## config.mk

```make
export PLATFORM = sky130hd
export DESIGN_NAME = set_assoc_cache_lru_controller_top
export DESIGN_NICKNAME = d
export VERILOG_FILES = /design/src/design/salc_pkg.sv /design/src/design/salc_ram.sv /design/src/design/salc_ctrl.sv /design/src/design/salc_dpath.sv /design/src/design/set_assoc_cache_lru_controller_top.sv
export SDC_FILE = /design/constraint.sdc
export NUM_CORES = 2
export LEC_CHECK = 0
export ABC_AREA = 1
export BUFFER_PORTS_ARGS = -buffer_cell sky130_fd_sc_hd__buf_2
export CAP_MARGIN = 15
export CELL_PAD_IN_SITES_DETAIL_PLACEMENT = 1
export CELL_PAD_IN_SITES_GLOBAL_PLACEMENT = 1
export CORE_ASPECT_RATIO = 1.5
export CORE_UTILIZATION = 45
export DETAILED_ROUTE_END_ITERATION = 12
export GPL_TIMING_DRIVEN = 1
export PLACE_DENSITY_LB_ADDON = 0.05
export SLEW_MARGIN = 40
export SYNTH_ARGS = -nofsm -noshare
export SYNTH_HDL_FRONTEND = slang
export SYNTH_SLANG_ARGS = --single-unit
```

## constraint.sdc

```tcl
create_clock -name i_clk -period 19.1 [get_ports i_clk]
set_clock_uncertainty 0.2 [all_clocks]
set_input_delay 3.82 -clock i_clk [delete_from_list [all_inputs] [get_ports i_clk]]
set_output_delay 3.82 -clock i_clk [all_outputs]
set_load 0.1 [all_outputs]
```

## src/design/salc_pkg.sv

```systemverilog
// salc_pkg: shared types and constants for the set-associative cache LRU controller.
// Request and result payloads, configuration register indexes, controller/datapath links.
// No dependencies.
package salc_pkg;

    localparam int ADDR_BITS  = 16;
    localparam int CFG_IDX_W  = 2;
    localparam int CFG_DATA_W = 4;

    // configuration register indexes
    localparam logic [CFG_IDX_W-1:0] REG_WB_MODE   = 2'd0;
    localparam logic [CFG_IDX_W-1:0] REG_OFF_BITS  = 2'd1;
    localparam logic [CFG_IDX_W-1:0] REG_IDX_BITS  = 2'd2;
    localparam logic [CFG_IDX_W-1:0] REG_WAYS_USED = 2'd3;

    localparam logic CMD_READ  = 1'b0;
    localparam logic CMD_WRITE = 1'b1;

    typedef struct packed {
        logic                 cmd;
        logic [ADDR_BITS-1:0] access_address;
    } t_in_req;

    typedef struct packed {
        logic        was_hit;
        logic [1:0]  way_touched;
        logic        line_filled;
        logic        dirty_evicted;
        logic [1:0]  memory_refs_now;
        logic [31:0] total_hits;
        logic [31:0] total_misses;
        logic [31:0] total_memory_refs;
        logic [31:0] total_accesses;
    } t_out_res;

    // controller -> datapath
    typedef struct packed {
        logic load;    // take the request, start the set read
        logic commit;  // resolve the lookup, write back, load the result
    } t_ctrl_cmd;

    // datapath -> controller
    typedef struct packed {
        logic out_blocked;  // result register full and held by the receiver
    } t_dp_status;

endpackage

```

## src/design/salc_ram.sv

```systemverilog
// salc_ram: generic simple dual-port RAM, one write and one registered read port.
// No dependencies.
module salc_ram #(
    parameter int DATA_W = 8,
    parameter int DEPTH  = 16
) (
    input  logic                                     i_clk,
    input  logic                                     i_we,
    input  logic [((DEPTH > 1) ? $clog2(DEPTH) : 1)-1:0] i_waddr,
    input  logic [DATA_W-1:0]                        i_wdata,
    input  logic                                     i_re,
    input  logic [((DEPTH > 1) ? $clog2(DEPTH) : 1)-1:0] i_raddr,
    output logic [DATA_W-1:0]                        o_rdata
);

    logic [DATA_W-1:0] r_mem [DEPTH];
    logic [DATA_W-1:0] r_rdata;

    always_ff @(posedge i_clk) begin
        if (i_we) begin
            r_mem[i_waddr] <= i_wdata;
        end
        if (i_re) begin
            r_rdata <= r_mem[i_raddr];
        end
    end

    assign o_rdata = r_rdata;

endmodule

```

## src/design/salc_ctrl.sv

```systemverilog
// salc_ctrl: request sequencer for the cache controller.
// Two steps per request: set read, then resolve and write back. Uses salc_pkg.
module salc_ctrl
    import salc_pkg::*;
(
    input  logic       i_clk,
    input  logic       i_rst_n,
    input  logic       i_in_valid,
    output logic       o_in_stall,
    input  t_dp_status i_status,
    output t_ctrl_cmd  o_cmd
);

    typedef enum logic {S_IDLE, S_LOOK} t_state;

    t_state r_state, n_state;
    logic   r_in_stall, n_in_stall;

    always_comb begin
        n_state    = r_state;
        n_in_stall = r_in_stall;
        case (r_state)
            S_IDLE: begin
                if (i_in_valid) begin
                    n_state    = S_LOOK;
                    n_in_stall = 1'b1;
                end
            end
            S_LOOK: begin
                // hold while the previous result is still unread
                if (!i_status.out_blocked) begin
                    n_state    = S_IDLE;
                    n_in_stall = 1'b0;
                end
            end
            default: begin
                n_state    = S_IDLE;
                n_in_stall = 1'b0;
            end
        endcase
    end

    always_ff @(posedge i_clk) begin
        if (!i_rst_n) begin
            r_state    <= S_IDLE;
            r_in_stall <= 1'b0;
        end else begin
            r_state    <= n_state;
            r_in_stall <= n_in_stall;
        end
    end

    assign o_in_stall   = r_in_stall;
    assign o_cmd.load   = (r_state == S_IDLE) && i_in_valid;
    assign o_cmd.commit = (r_state == S_LOOK) && !i_status.out_blocked;

endmodule

```

## src/design/salc_dpath.sv

```systemverilog
// salc_dpath: tag/stamp store, valid and dirty bits, lookup, LRU victim choice,
// counters, configuration registers and result register. Uses salc_pkg, salc_ram.
module salc_dpath
    import salc_pkg::*;
#(
    parameter int SET_COUNT  = 16,
    parameter int NUM_WAYS   = 4,
    parameter int STAMP_BITS = 32
) (
    input  logic                  i_clk,
    input  logic                  i_rst_n,
    input  logic                  i_cfg_we,
    input  logic [CFG_IDX_W-1:0]  i_cfg_idx,
    input  logic [CFG_DATA_W-1:0] i_cfg_data,
    input  t_in_req               i_in_req,
    input  t_ctrl_cmd             i_cmd,
    output t_dp_status            o_status,
    output logic                  o_out_valid,
    input  logic                  i_out_stall,
    output t_out_res              o_out_res
);

    localparam int SET_W  = (SET_COUNT > 1) ? $clog2(SET_COUNT) : 1;
    localparam int MAX_IB = $clog2(SET_COUNT);
    localparam int WAY_W  = (NUM_WAYS > 1) ? $clog2(NUM_WAYS) : 1;
    localparam int ENT_W  = ADDR_BITS + STAMP_BITS;
    localparam int ROW_W  = NUM_WAYS * ENT_W;
    localparam logic [STAMP_BITS-1:0] STAMP_MAX = {STAMP_BITS{1'b1}};

    // configuration
    logic       r_wb_mode;
    logic [3:0] r_off_bits;
    logic [2:0] r_idx_bits;
    logic [2:0] r_ways_used;

    // request held across the lookup
    logic [SET_W-1:0]     r_set;
    logic [ADDR_BITS-1:0] r_tag;
    logic                 r_is_write;

    logic [NUM_WAYS-1:0]   r_line_valid [SET_COUNT];
    logic [NUM_WAYS-1:0]   r_line_dirty [SET_COUNT];
    logic [STAMP_BITS-1:0] r_seq;
    logic [31:0]           r_hits, r_misses, r_memrefs, r_accesses;
    logic                  r_out_valid;
    t_out_res              r_out_res;

    // address decode
    logic [ADDR_BITS-1:0] shifted;
    logic [3:0]           ib;
    logic [SET_W-1:0]     set_mask;
    logic [SET_W-1:0]     set_raw;
    logic [SET_W-1:0]     set_idx;
    logic [ADDR_BITS-1:0] tag_in;

    // lookup
    logic [ROW_W-1:0]      rd_row, wr_row;
    logic [ADDR_BITS-1:0]  row_tag   [NUM_WAYS];
    logic [STAMP_BITS-1:0] row_stamp [NUM_WAYS];
    logic [4:0]            nw;
    logic [NUM_WAYS-1:0]   way_en;
    logic [NUM_WAYS-1:0]   vrow, drow;
    logic                  hit, found_inv, alloc, evict_dirty;
    logic [WAY_W-1:0]      hit_way, inv_way, lru_way, way;
    logic [STAMP_BITS-1:0] low;
    logic [STAMP_BITS-1:0] new_seq;
    logic [1:0]            refs;
    logic                  row_we;

    always_comb begin
        shifted  = i_in_req.access_address >> r_off_bits;
        ib       = ({1'b0, r_idx_bits} > 4'(MAX_IB)) ? 4'(MAX_IB) : {1'b0, r_idx_bits};
        set_mask = ~({SET_W{1'b1}} << ib);
        set_raw  = shifted[SET_W-1:0] & set_mask;
        // wrap into the set count; raw index stays below twice that
        set_idx  = ({1'b0, set_raw} >= (SET_W+1)'(SET_COUNT)) ?
                   set_raw - SET_W'(SET_COUNT) : set_raw;
        tag_in   = i_in_req.access_address >> (5'(r_off_bits) + 5'(ib));
    end

    salc_ram #(
        .DATA_W (ROW_W),
        .DEPTH  (SET_COUNT)
    ) u_row_ram (
        .i_clk   (i_clk),
        .i_we    (row_we),
        .i_waddr (r_set),
        .i_wdata (wr_row),
        .i_re    (i_cmd.load),
        .i_raddr (set_idx),
        .o_rdata (rd_row)
    );

    always_comb begin
        nw = (r_ways_used == 3'd0) ? 5'd1 :
             ((5'(r_ways_used) > 5'(NUM_WAYS)) ? 5'(NUM_WAYS) : 5'(r_ways_used));
        for (int w = 0; w < NUM_WAYS; w++) begin
            {row_tag[w], row_stamp[w]} = rd_row[w*ENT_W +: ENT_W];
            way_en[w] = 5'(w) < nw;
        end
        vrow = r_line_valid[r_set];
        drow = r_line_dirty[r_set];
    end

    always_comb begin
        hit       = 1'b0;
        hit_way   = '0;
        found_inv = 1'b0;
        inv_way   = '0;
        for (int w = 0; w < NUM_WAYS; w++) begin
            if (!hit && way_en[w] && vrow[w] && (row_tag[w] == r_tag)) begin
                hit     = 1'b1;
                hit_way = WAY_W'(w);
            end
            if (!found_inv && way_en[w] && !vrow[w]) begin
                found_inv = 1'b1;
                inv_way   = WAY_W'(w);
            end
        end
        // lowest stamp, first one wins a tie
        low     = row_stamp[0];
        lru_way = '0;
        for (int w = 1; w < NUM_WAYS; w++) begin
            if (way_en[w] && (row_stamp[w] < low)) begin
                low     = row_stamp[w];
                lru_way = WAY_W'(w);
            end
        end
    end

    always_comb begin
        new_seq     = (r_seq == STAMP_MAX) ? r_seq : r_seq + STAMP_BITS'(1);
        alloc       = !hit && ((r_is_write == CMD_READ) || r_wb_mode);
        evict_dirty = alloc && !found_inv && drow[lru_way];
        if (hit) begin
            way = hit_way;
        end else if (alloc) begin
            way = found_inv ? inv_way : lru_way;
        end else begin
            way = '0;
        end
        if (hit) begin
            refs = (r_is_write && !r_wb_mode) ? 2'd1 : 2'd0;
        end else begin
            refs = evict_dirty ? 2'd2 : 2'd1;
        end
        wr_row = rd_row;
        wr_row[way*ENT_W +: ENT_W] = {r_tag, new_seq};
        row_we = i_cmd.commit && (hit || alloc);
    end

    always_ff @(posedge i_clk) begin
        if (!i_rst_n) begin
            r_wb_mode   <= 1'b0;
            r_off_bits  <= 4'd2;
            r_idx_bits  <= 3'd2;
            r_ways_used <= 3'd4;
        end else if (i_cfg_we) begin
            case (i_cfg_idx)
                REG_WB_MODE:   r_wb_mode   <= i_cfg_data[0];
                REG_OFF_BITS:  r_off_bits  <= i_cfg_data[3:0];
                REG_IDX_BITS:  r_idx_bits  <= i_cfg_data[2:0];
                REG_WAYS_USED: r_ways_used <= i_cfg_data[2:0];
                default: ;
            endcase
        end
    end

    always_ff @(posedge i_clk) begin
        if (i_cmd.load) begin
            r_set      <= set_idx;
            r_tag      <= tag_in;
            r_is_write <= (i_in_req.cmd == CMD_WRITE);
        end
    end

    always_ff @(posedge i_clk) begin
        if (!i_rst_n) begin
            for (int s = 0; s < SET_COUNT; s++) begin
                r_line_valid[s] <= '0;
                r_line_dirty[s] <= '0;
            end
            r_seq      <= '0;
            r_hits     <= '0;
            r_misses   <= '0;
            r_memrefs  <= '0;
            r_accesses <= '0;
        end else if (i_cmd.commit) begin
            if (alloc) begin
                r_line_valid[r_set][way] <= 1'b1;
                r_line_dirty[r_set][way] <= r_is_write;
            end else if (hit && r_is_write && r_wb_mode) begin
                r_line_dirty[r_set][way] <= 1'b1;
            end
            r_seq      <= new_seq;
            r_hits     <= r_hits + 32'(hit);
            r_misses   <= r_misses + 32'(!hit);
            r_memrefs  <= r_memrefs + 32'(refs);
            r_accesses <= r_accesses + 32'd1;
        end
    end

    always_ff @(posedge i_clk) begin
        if (!i_rst_n) begin
            r_out_valid <= 1'b0;
        end else if (i_cmd.commit) begin
            r_out_valid <= 1'b1;
        end else if (!i_out_stall) begin
            r_out_valid <= 1'b0;
        end
    end

    always_ff @(posedge i_clk) begin
        if (i_cmd.commit) begin
            r_out_res.was_hit           <= hit;
            r_out_res.way_touched       <= 2'(way);
            r_out_res.line_filled       <= alloc;
            r_out_res.dirty_evicted     <= evict_dirty;
            r_out_res.memory_refs_now   <= refs;
            r_out_res.total_hits        <= r_hits + 32'(hit);
            r_out_res.total_misses      <= r_misses + 32'(!hit);
            r_out_res.total_memory_refs <= r_memrefs + 32'(refs);
            r_out_res.total_accesses    <= r_accesses + 32'd1;
        end
    end

    assign o_status.out_blocked = r_out_valid && i_out_stall;
    assign o_out_valid          = r_out_valid;
    assign o_out_res            = r_out_res;

`ifndef NO_ASSERTIONS
    a_hit_no_evict: assert property (@(posedge i_clk) disable iff (!i_rst_n)
        i_cmd.commit |-> !(hit && (alloc || evict_dirty)))
        else $error("hit resolved together with a fill or eviction");

    a_count_sum: assert property (@(posedge i_clk) disable iff (!i_rst_n)
        o_out_valid |-> (32'(o_out_res.total_hits + o_out_res.total_misses)
                         == o_out_res.total_accesses))
        else $error("hit and miss counts disagree with access count");

    a_seq_step: assert property (@(posedge i_clk) disable iff (!i_rst_n)
        i_cmd.commit |=> (r_seq != $past(r_seq)) || (r_seq == STAMP_MAX))
        else $error("access stamp did not advance");

    a_refs_range: assert property (@(posedge i_clk) disable iff (!i_rst_n)
        o_out_valid |-> (o_out_res.memory_refs_now != 2'd3))
        else $error("memory reference count out of range");

    a_load_commit: assert property (@(posedge i_clk) disable iff (!i_rst_n)
        i_cmd.load |=> !o_out_valid || i_cmd.commit || $past(o_out_valid))
        else $error("result appeared without a commit");
`endif

endmodule

```

## src/design/set_assoc_cache_lru_controller_top.sv

```systemverilog
// Set-associative cache tag store with LRU replacement, write-through or write-back.
// For each request the set's tag/stamp row is first read from the RAM; then the ways are
// compared, the victim picked and the row written back. A new request is taken in the
// cycle after the result is loaded; while a result waits unread, the second step holds
// until the output register frees. Valid and dirty bits live in flip-flops cleared by
// reset, so no clearing pass is needed. Uses salc_pkg, salc_ctrl, salc_dpath.
module set_assoc_cache_lru_controller_top
    import salc_pkg::*;
#(
    parameter int SET_COUNT  = 16,
    parameter int NUM_WAYS   = 4,
    parameter int STAMP_BITS = 32
) (
    input  logic                  i_clk,
    input  logic                  i_rst_n,
    input  logic                  i_cfg_we,
    input  logic [CFG_IDX_W-1:0]  i_cfg_idx,
    input  logic [CFG_DATA_W-1:0] i_cfg_data,
    input  logic                  i_in_valid,
    output logic                  o_in_stall,
    input  t_in_req               i_in_req,
    output logic                  o_out_valid,
    input  logic                  i_out_stall,
    output t_out_res              o_out_res
);

    t_ctrl_cmd  ctrl_cmd;
    t_dp_status dp_status;

    salc_ctrl u_ctrl (
        .i_clk      (i_clk),
        .i_rst_n    (i_rst_n),
        .i_in_valid (i_in_valid),
        .o_in_stall (o_in_stall),
        .i_status   (dp_status),
        .o_cmd      (ctrl_cmd)
    );

    salc_dpath #(
        .SET_COUNT  (SET_COUNT),
        .NUM_WAYS   (NUM_WAYS),
        .STAMP_BITS (STAMP_BITS)
    ) u_dpath (
        .i_clk       (i_clk),
        .i_rst_n     (i_rst_n),
        .i_cfg_we    (i_cfg_we),
        .i_cfg_idx   (i_cfg_idx),
        .i_cfg_data  (i_cfg_data),
        .i_in_req    (i_in_req),
        .i_cmd       (ctrl_cmd),
        .o_status    (dp_status),
        .o_out_valid (o_out_valid),
        .i_out_stall (i_out_stall),
        .o_out_res   (o_out_res)
    );

endmodule
```

==> metrics <==
status=complete, no violations; DPL Wire Length=298,000 µm; post-route minimum period=roughly 12 ns; Max Buffers Root-to-Sink=4; period utilization=roughly three fifths; multi-input logic area=~38,000 µm²; syn avg cell area=between 10 and 15 µm²; Max IR drop VDD=roughly 94 µV; Top cell by count, worst path=nand2_1; critical path class=flip-flop to flip-flop; max cap viols=0; reg-to-reg critical path startpoint=u_dpath.u_row_ram.o_rdata[79]; Worst Path Arrival=12.43 ns; most frequent cells in the layout=edfxtp_1, nand2_1, a21oi_1, inv_1; DRT Pass-1 Iters=8; Ys Warns=0; Post-synth EDFFs=roughly 3,500; CP max stage cell=a21boi_1; Synth cell types=66; min-delay worst type=flip-flop to flip-flop; clk_lat worst skew=between 0.9 and 1 ns; clock share of power=~36%; Total Power=about 20 mW; Net Count, Synth=between 10,000 and 15,000; die area=~340,000 µm²; RSZ-0062 raised after global routing=no; Max Clk Rate=approximately 85 MHz; Max stage delay on crit path=between 0.7 and 0.8 ns; Leak=between 50 and 60 nW; DRT antenna net count=0; Mapped Area=151,000 µm²; CTS Hold Bufs=0; initial antenna violation count=12; Initial Util=roughly 45%; final net count=around 12,000; largest net degree at the start of global routing=approximately 190; synthesized instance count=roughly 12,000; layout cells sized above 1=9.58%; clock root cell=clkbuf_16; # Post-CTS Setup Buffers=0; RD Place Congestion=between 0.8 and 0.9; Hold Crit Start=u_dpath.r_line_valid[6][1]; Pint=about 14 mW; post-synthesis sequential area ratio=between 70 and 80%; max-slew violations=0; Seq pwr share=a little under half; Synth async-reset ratio=0%; Reg2Reg Setup Slack=7.34 ns; Core ar.=between 300,000 and 400,000 µm²; hold depth=2; slew at the pin with the worst max-slew slack=0.926 ns; routed vias/inst=roughly 6.2; # IOs=between 150 and 200; P&R area growth vs syn=12.3%; post-layout util=50.9%; Post-Route Setup TNS=0 ns; Worst slew margin=38.0%; total wire length=approximately 520,000 µm; Logic pwr share=16.9%; Avg WL per Cell=~31 µm; worst reg2reg path depth=50; Reg area=about 110,000 µm²; CP Capture Type=flip-flop; Sink Count=roughly 3,700; Remaining DRCs=0; number of DRC markers in iteration 0=approximately 8,900; Port Buffers=about 160; total net switching power=about 5.9 mW; commonest non-fill, non-tap cell in the layout=edfxtp_1; FF+latch count, synth=3,726; Hold WS=approximately 0.25 ns; H-tree depth=5; vias in the first global route=107,681; ys flop type=edfxtp_1; TritonCTS buffer count=between 300 and 400; reg2reg end=u_dpath.r_memrefs[30]; Placement Rows=260; fillers=roughly 33,000; TritonCTS clock tree=built; die height=about 710 µm; sw frac=slightly below 30%; Worst Hold End=u_dpath.r_line_valid[6][1]; width of the chip=around 480 µm; GRT Resource Usage Total=roughly 30%; first-pass GRT wire length=approximately 750,000 µm; final hold violation count=0; final setup violation count=0; Reg clk slew, reported paths=around 0.06 ns; Required @ worst endpoint=about 20 ns; total global routing overflow=0; Post-CTS Resized=0; crit path max fanout=63; Worst setup SP type=flip-flop; PwrDens=between 100 and 150 nW/µm²; routed vias=between 100k and 150k
## layout make-up
cell class	instances	area share (%)
clock inverter	214	1.21
clock buffer	440	5.64
sequential	3726	64.3
timing repair buffer	449	2.26
inverter	460	1.03
tap	4454	3.28
multi-input combinational	6932	22.2
antenna	7	0.0103
## Yosys cell counts, types with 7 or more instances
cell type  number  area (µm²)
edfxtp_1     3484      105000
nand2_1      2493        9360
a21oi_1      1645        8230
clkbuf_1      758        2850
inv_1         433        1630
a221o_1       384        3840
a221oi_1      384        3360
o21ai_0       355        1780
nor2_1        342        1280
nor3_1        266        1330
dfxtp_1       242        4840
a31oi_1       205        1280
nand3_1       175         876
xor2_1        138        1210
ha_1          112        1400
o22ai_1        81         507
o21ai_1        78         390
nand4_1        56         350
nor4_1         36         225
buf_1          33         124
o22ai_2        20         250
mux2i_1        18         180
inv_2          17        63.8
xnor2_1        17         149
a211oi_1       14         105
buf_2          13        65.1
o221ai_1       12         105
nor3_2         10         100
clkinv_1        9        33.8
nand2_2         9        56.3
nand3b_1        7        52.6
o211ai_1        7        52.6
or2_2           7        43.8
## logic make-up (layout without fill, tap and decap cells)
| family | count (synthesis) | in the layout | synth area share, % |
|---|---|---|---|
| AO/OA/AOI/OAI | 3212 | 3212 | 13.3 |
| buffers and inverters | 1276 | 1563 | 3.23 |
| multiplexers | 23 | 23 | 0.156 |
| AND/OR/NAND/NOR | 3428 | 3428 | 9.19 |
| other | 0 | 7 | 0 |
| flip-flops | 3726 | 3726 | 72.3 |
| XOR/XNOR | 155 | 155 | 0.896 |
| adder cells (fa/ha/maj) | 114 | 114 | 0.952 |
## critical path: cells and delay by family (launching register included)
family                   cells  cell delay, ns
flip-flops                   1            0.41
buffers and inverters        4            0.78
AO/OA/AOI/OAI                5            1.59
AND/OR/NAND/NOR             35            6.84
XOR/XNOR                     1            0.20
adder cells (fa/ha/maj)      5            1.54
## per-layer routing
layer	track usage, %	up-vias	part of all wire (%)
met5	0	-	0.0050
met4	12.6	4	4.5
met3	3.60	932	5.3
met2	53.0	3233	51
met1	37.3	54281	39
li1	-	44533	-
## sequential cells by signal (all words and copies together), names as in the netlist, named ones only
| register | count |
|---|---|
| u_dpath.u_row_ram.r_mem | 3072 |
| u_dpath.u_row_ram.o_rdata | 192 |
| u_dpath.o_out_res | 135 |
| u_dpath.r_line_dirty | 64 |
| u_dpath.r_line_valid | 64 |
| u_dpath.r_accesses | 32 |
| u_dpath.r_hits | 32 |
| u_dpath.r_memrefs | 32 |
| u_dpath.r_misses | 32 |
| u_dpath.r_seq | 32 |
| u_dpath.r_tag | 16 |
| u_dpath.r_off_bits | 4 |
| u_dpath.r_set | 4 |
| u_dpath.r_idx_bits | 3 |
| u_dpath.r_ways_used | 3 |
| u_ctrl.o_in_stall | 1 |
| u_ctrl.r_state | 1 |
| u_dpath.o_out_valid | 1 |
| u_dpath.r_is_write | 1 |
| u_dpath.r_wb_mode | 1 |
## worst max-delay path by stage
| stage | depth (start not counted) | to | start | slack [ns] |
|---|---|---|---|---|
| 6_report | 50 | u_dpath.r_memrefs[30] | u_dpath.u_row_ram.o_rdata[79] | 7.34 |
| 3_3_place_gp | 51 | u_dpath.r_memrefs[30] | u_dpath.u_row_ram.o_rdata[79] | 6.86 |
| 5_1_grt | 50 | u_dpath.r_memrefs[30] | u_dpath.u_row_ram.o_rdata[79] | 6.37 |
| 3_5_place_dp | 50 | u_dpath.r_memrefs[30] | u_dpath.u_row_ram.o_rdata[79] | 7.56 |
| 4_1_cts | 50 | u_dpath.r_memrefs[30] | u_dpath.u_row_ram.o_rdata[79] | 7.45 |
| 2_1_floorplan | 7 | u_dpath.u_row_ram.r_mem[0][0] | i_out_stall | 2.44 |
## through the flow
stage	std cells	area [µm²]	setup slack [ns]
6_report	16682	170000	7.34
5_1_grt	16680	170000	6.37
4_1_cts	16667	170000	7.45
3_5_place_dp	16013	158000	7.56
3_3_place_gp	15995	157000	6.86
2_1_floorplan	11934	151000	2.44
## power by group through the flow
stage | Combinational, mW | Sequential (mW) | Clock [mW]
after floorplan | 2.01 | 9.85 | 0
after global placement | 3.24 | 9.83 | 0
after detailed placement | 3.39 | 9.83 | 0
after CTS | 3.40 | 9.66 | 7.36
after global routing | 3.70 | 9.66 | 7.61
final | 3.44 | 9.66 | 7.24
Power figures use the tool's default switching activity.
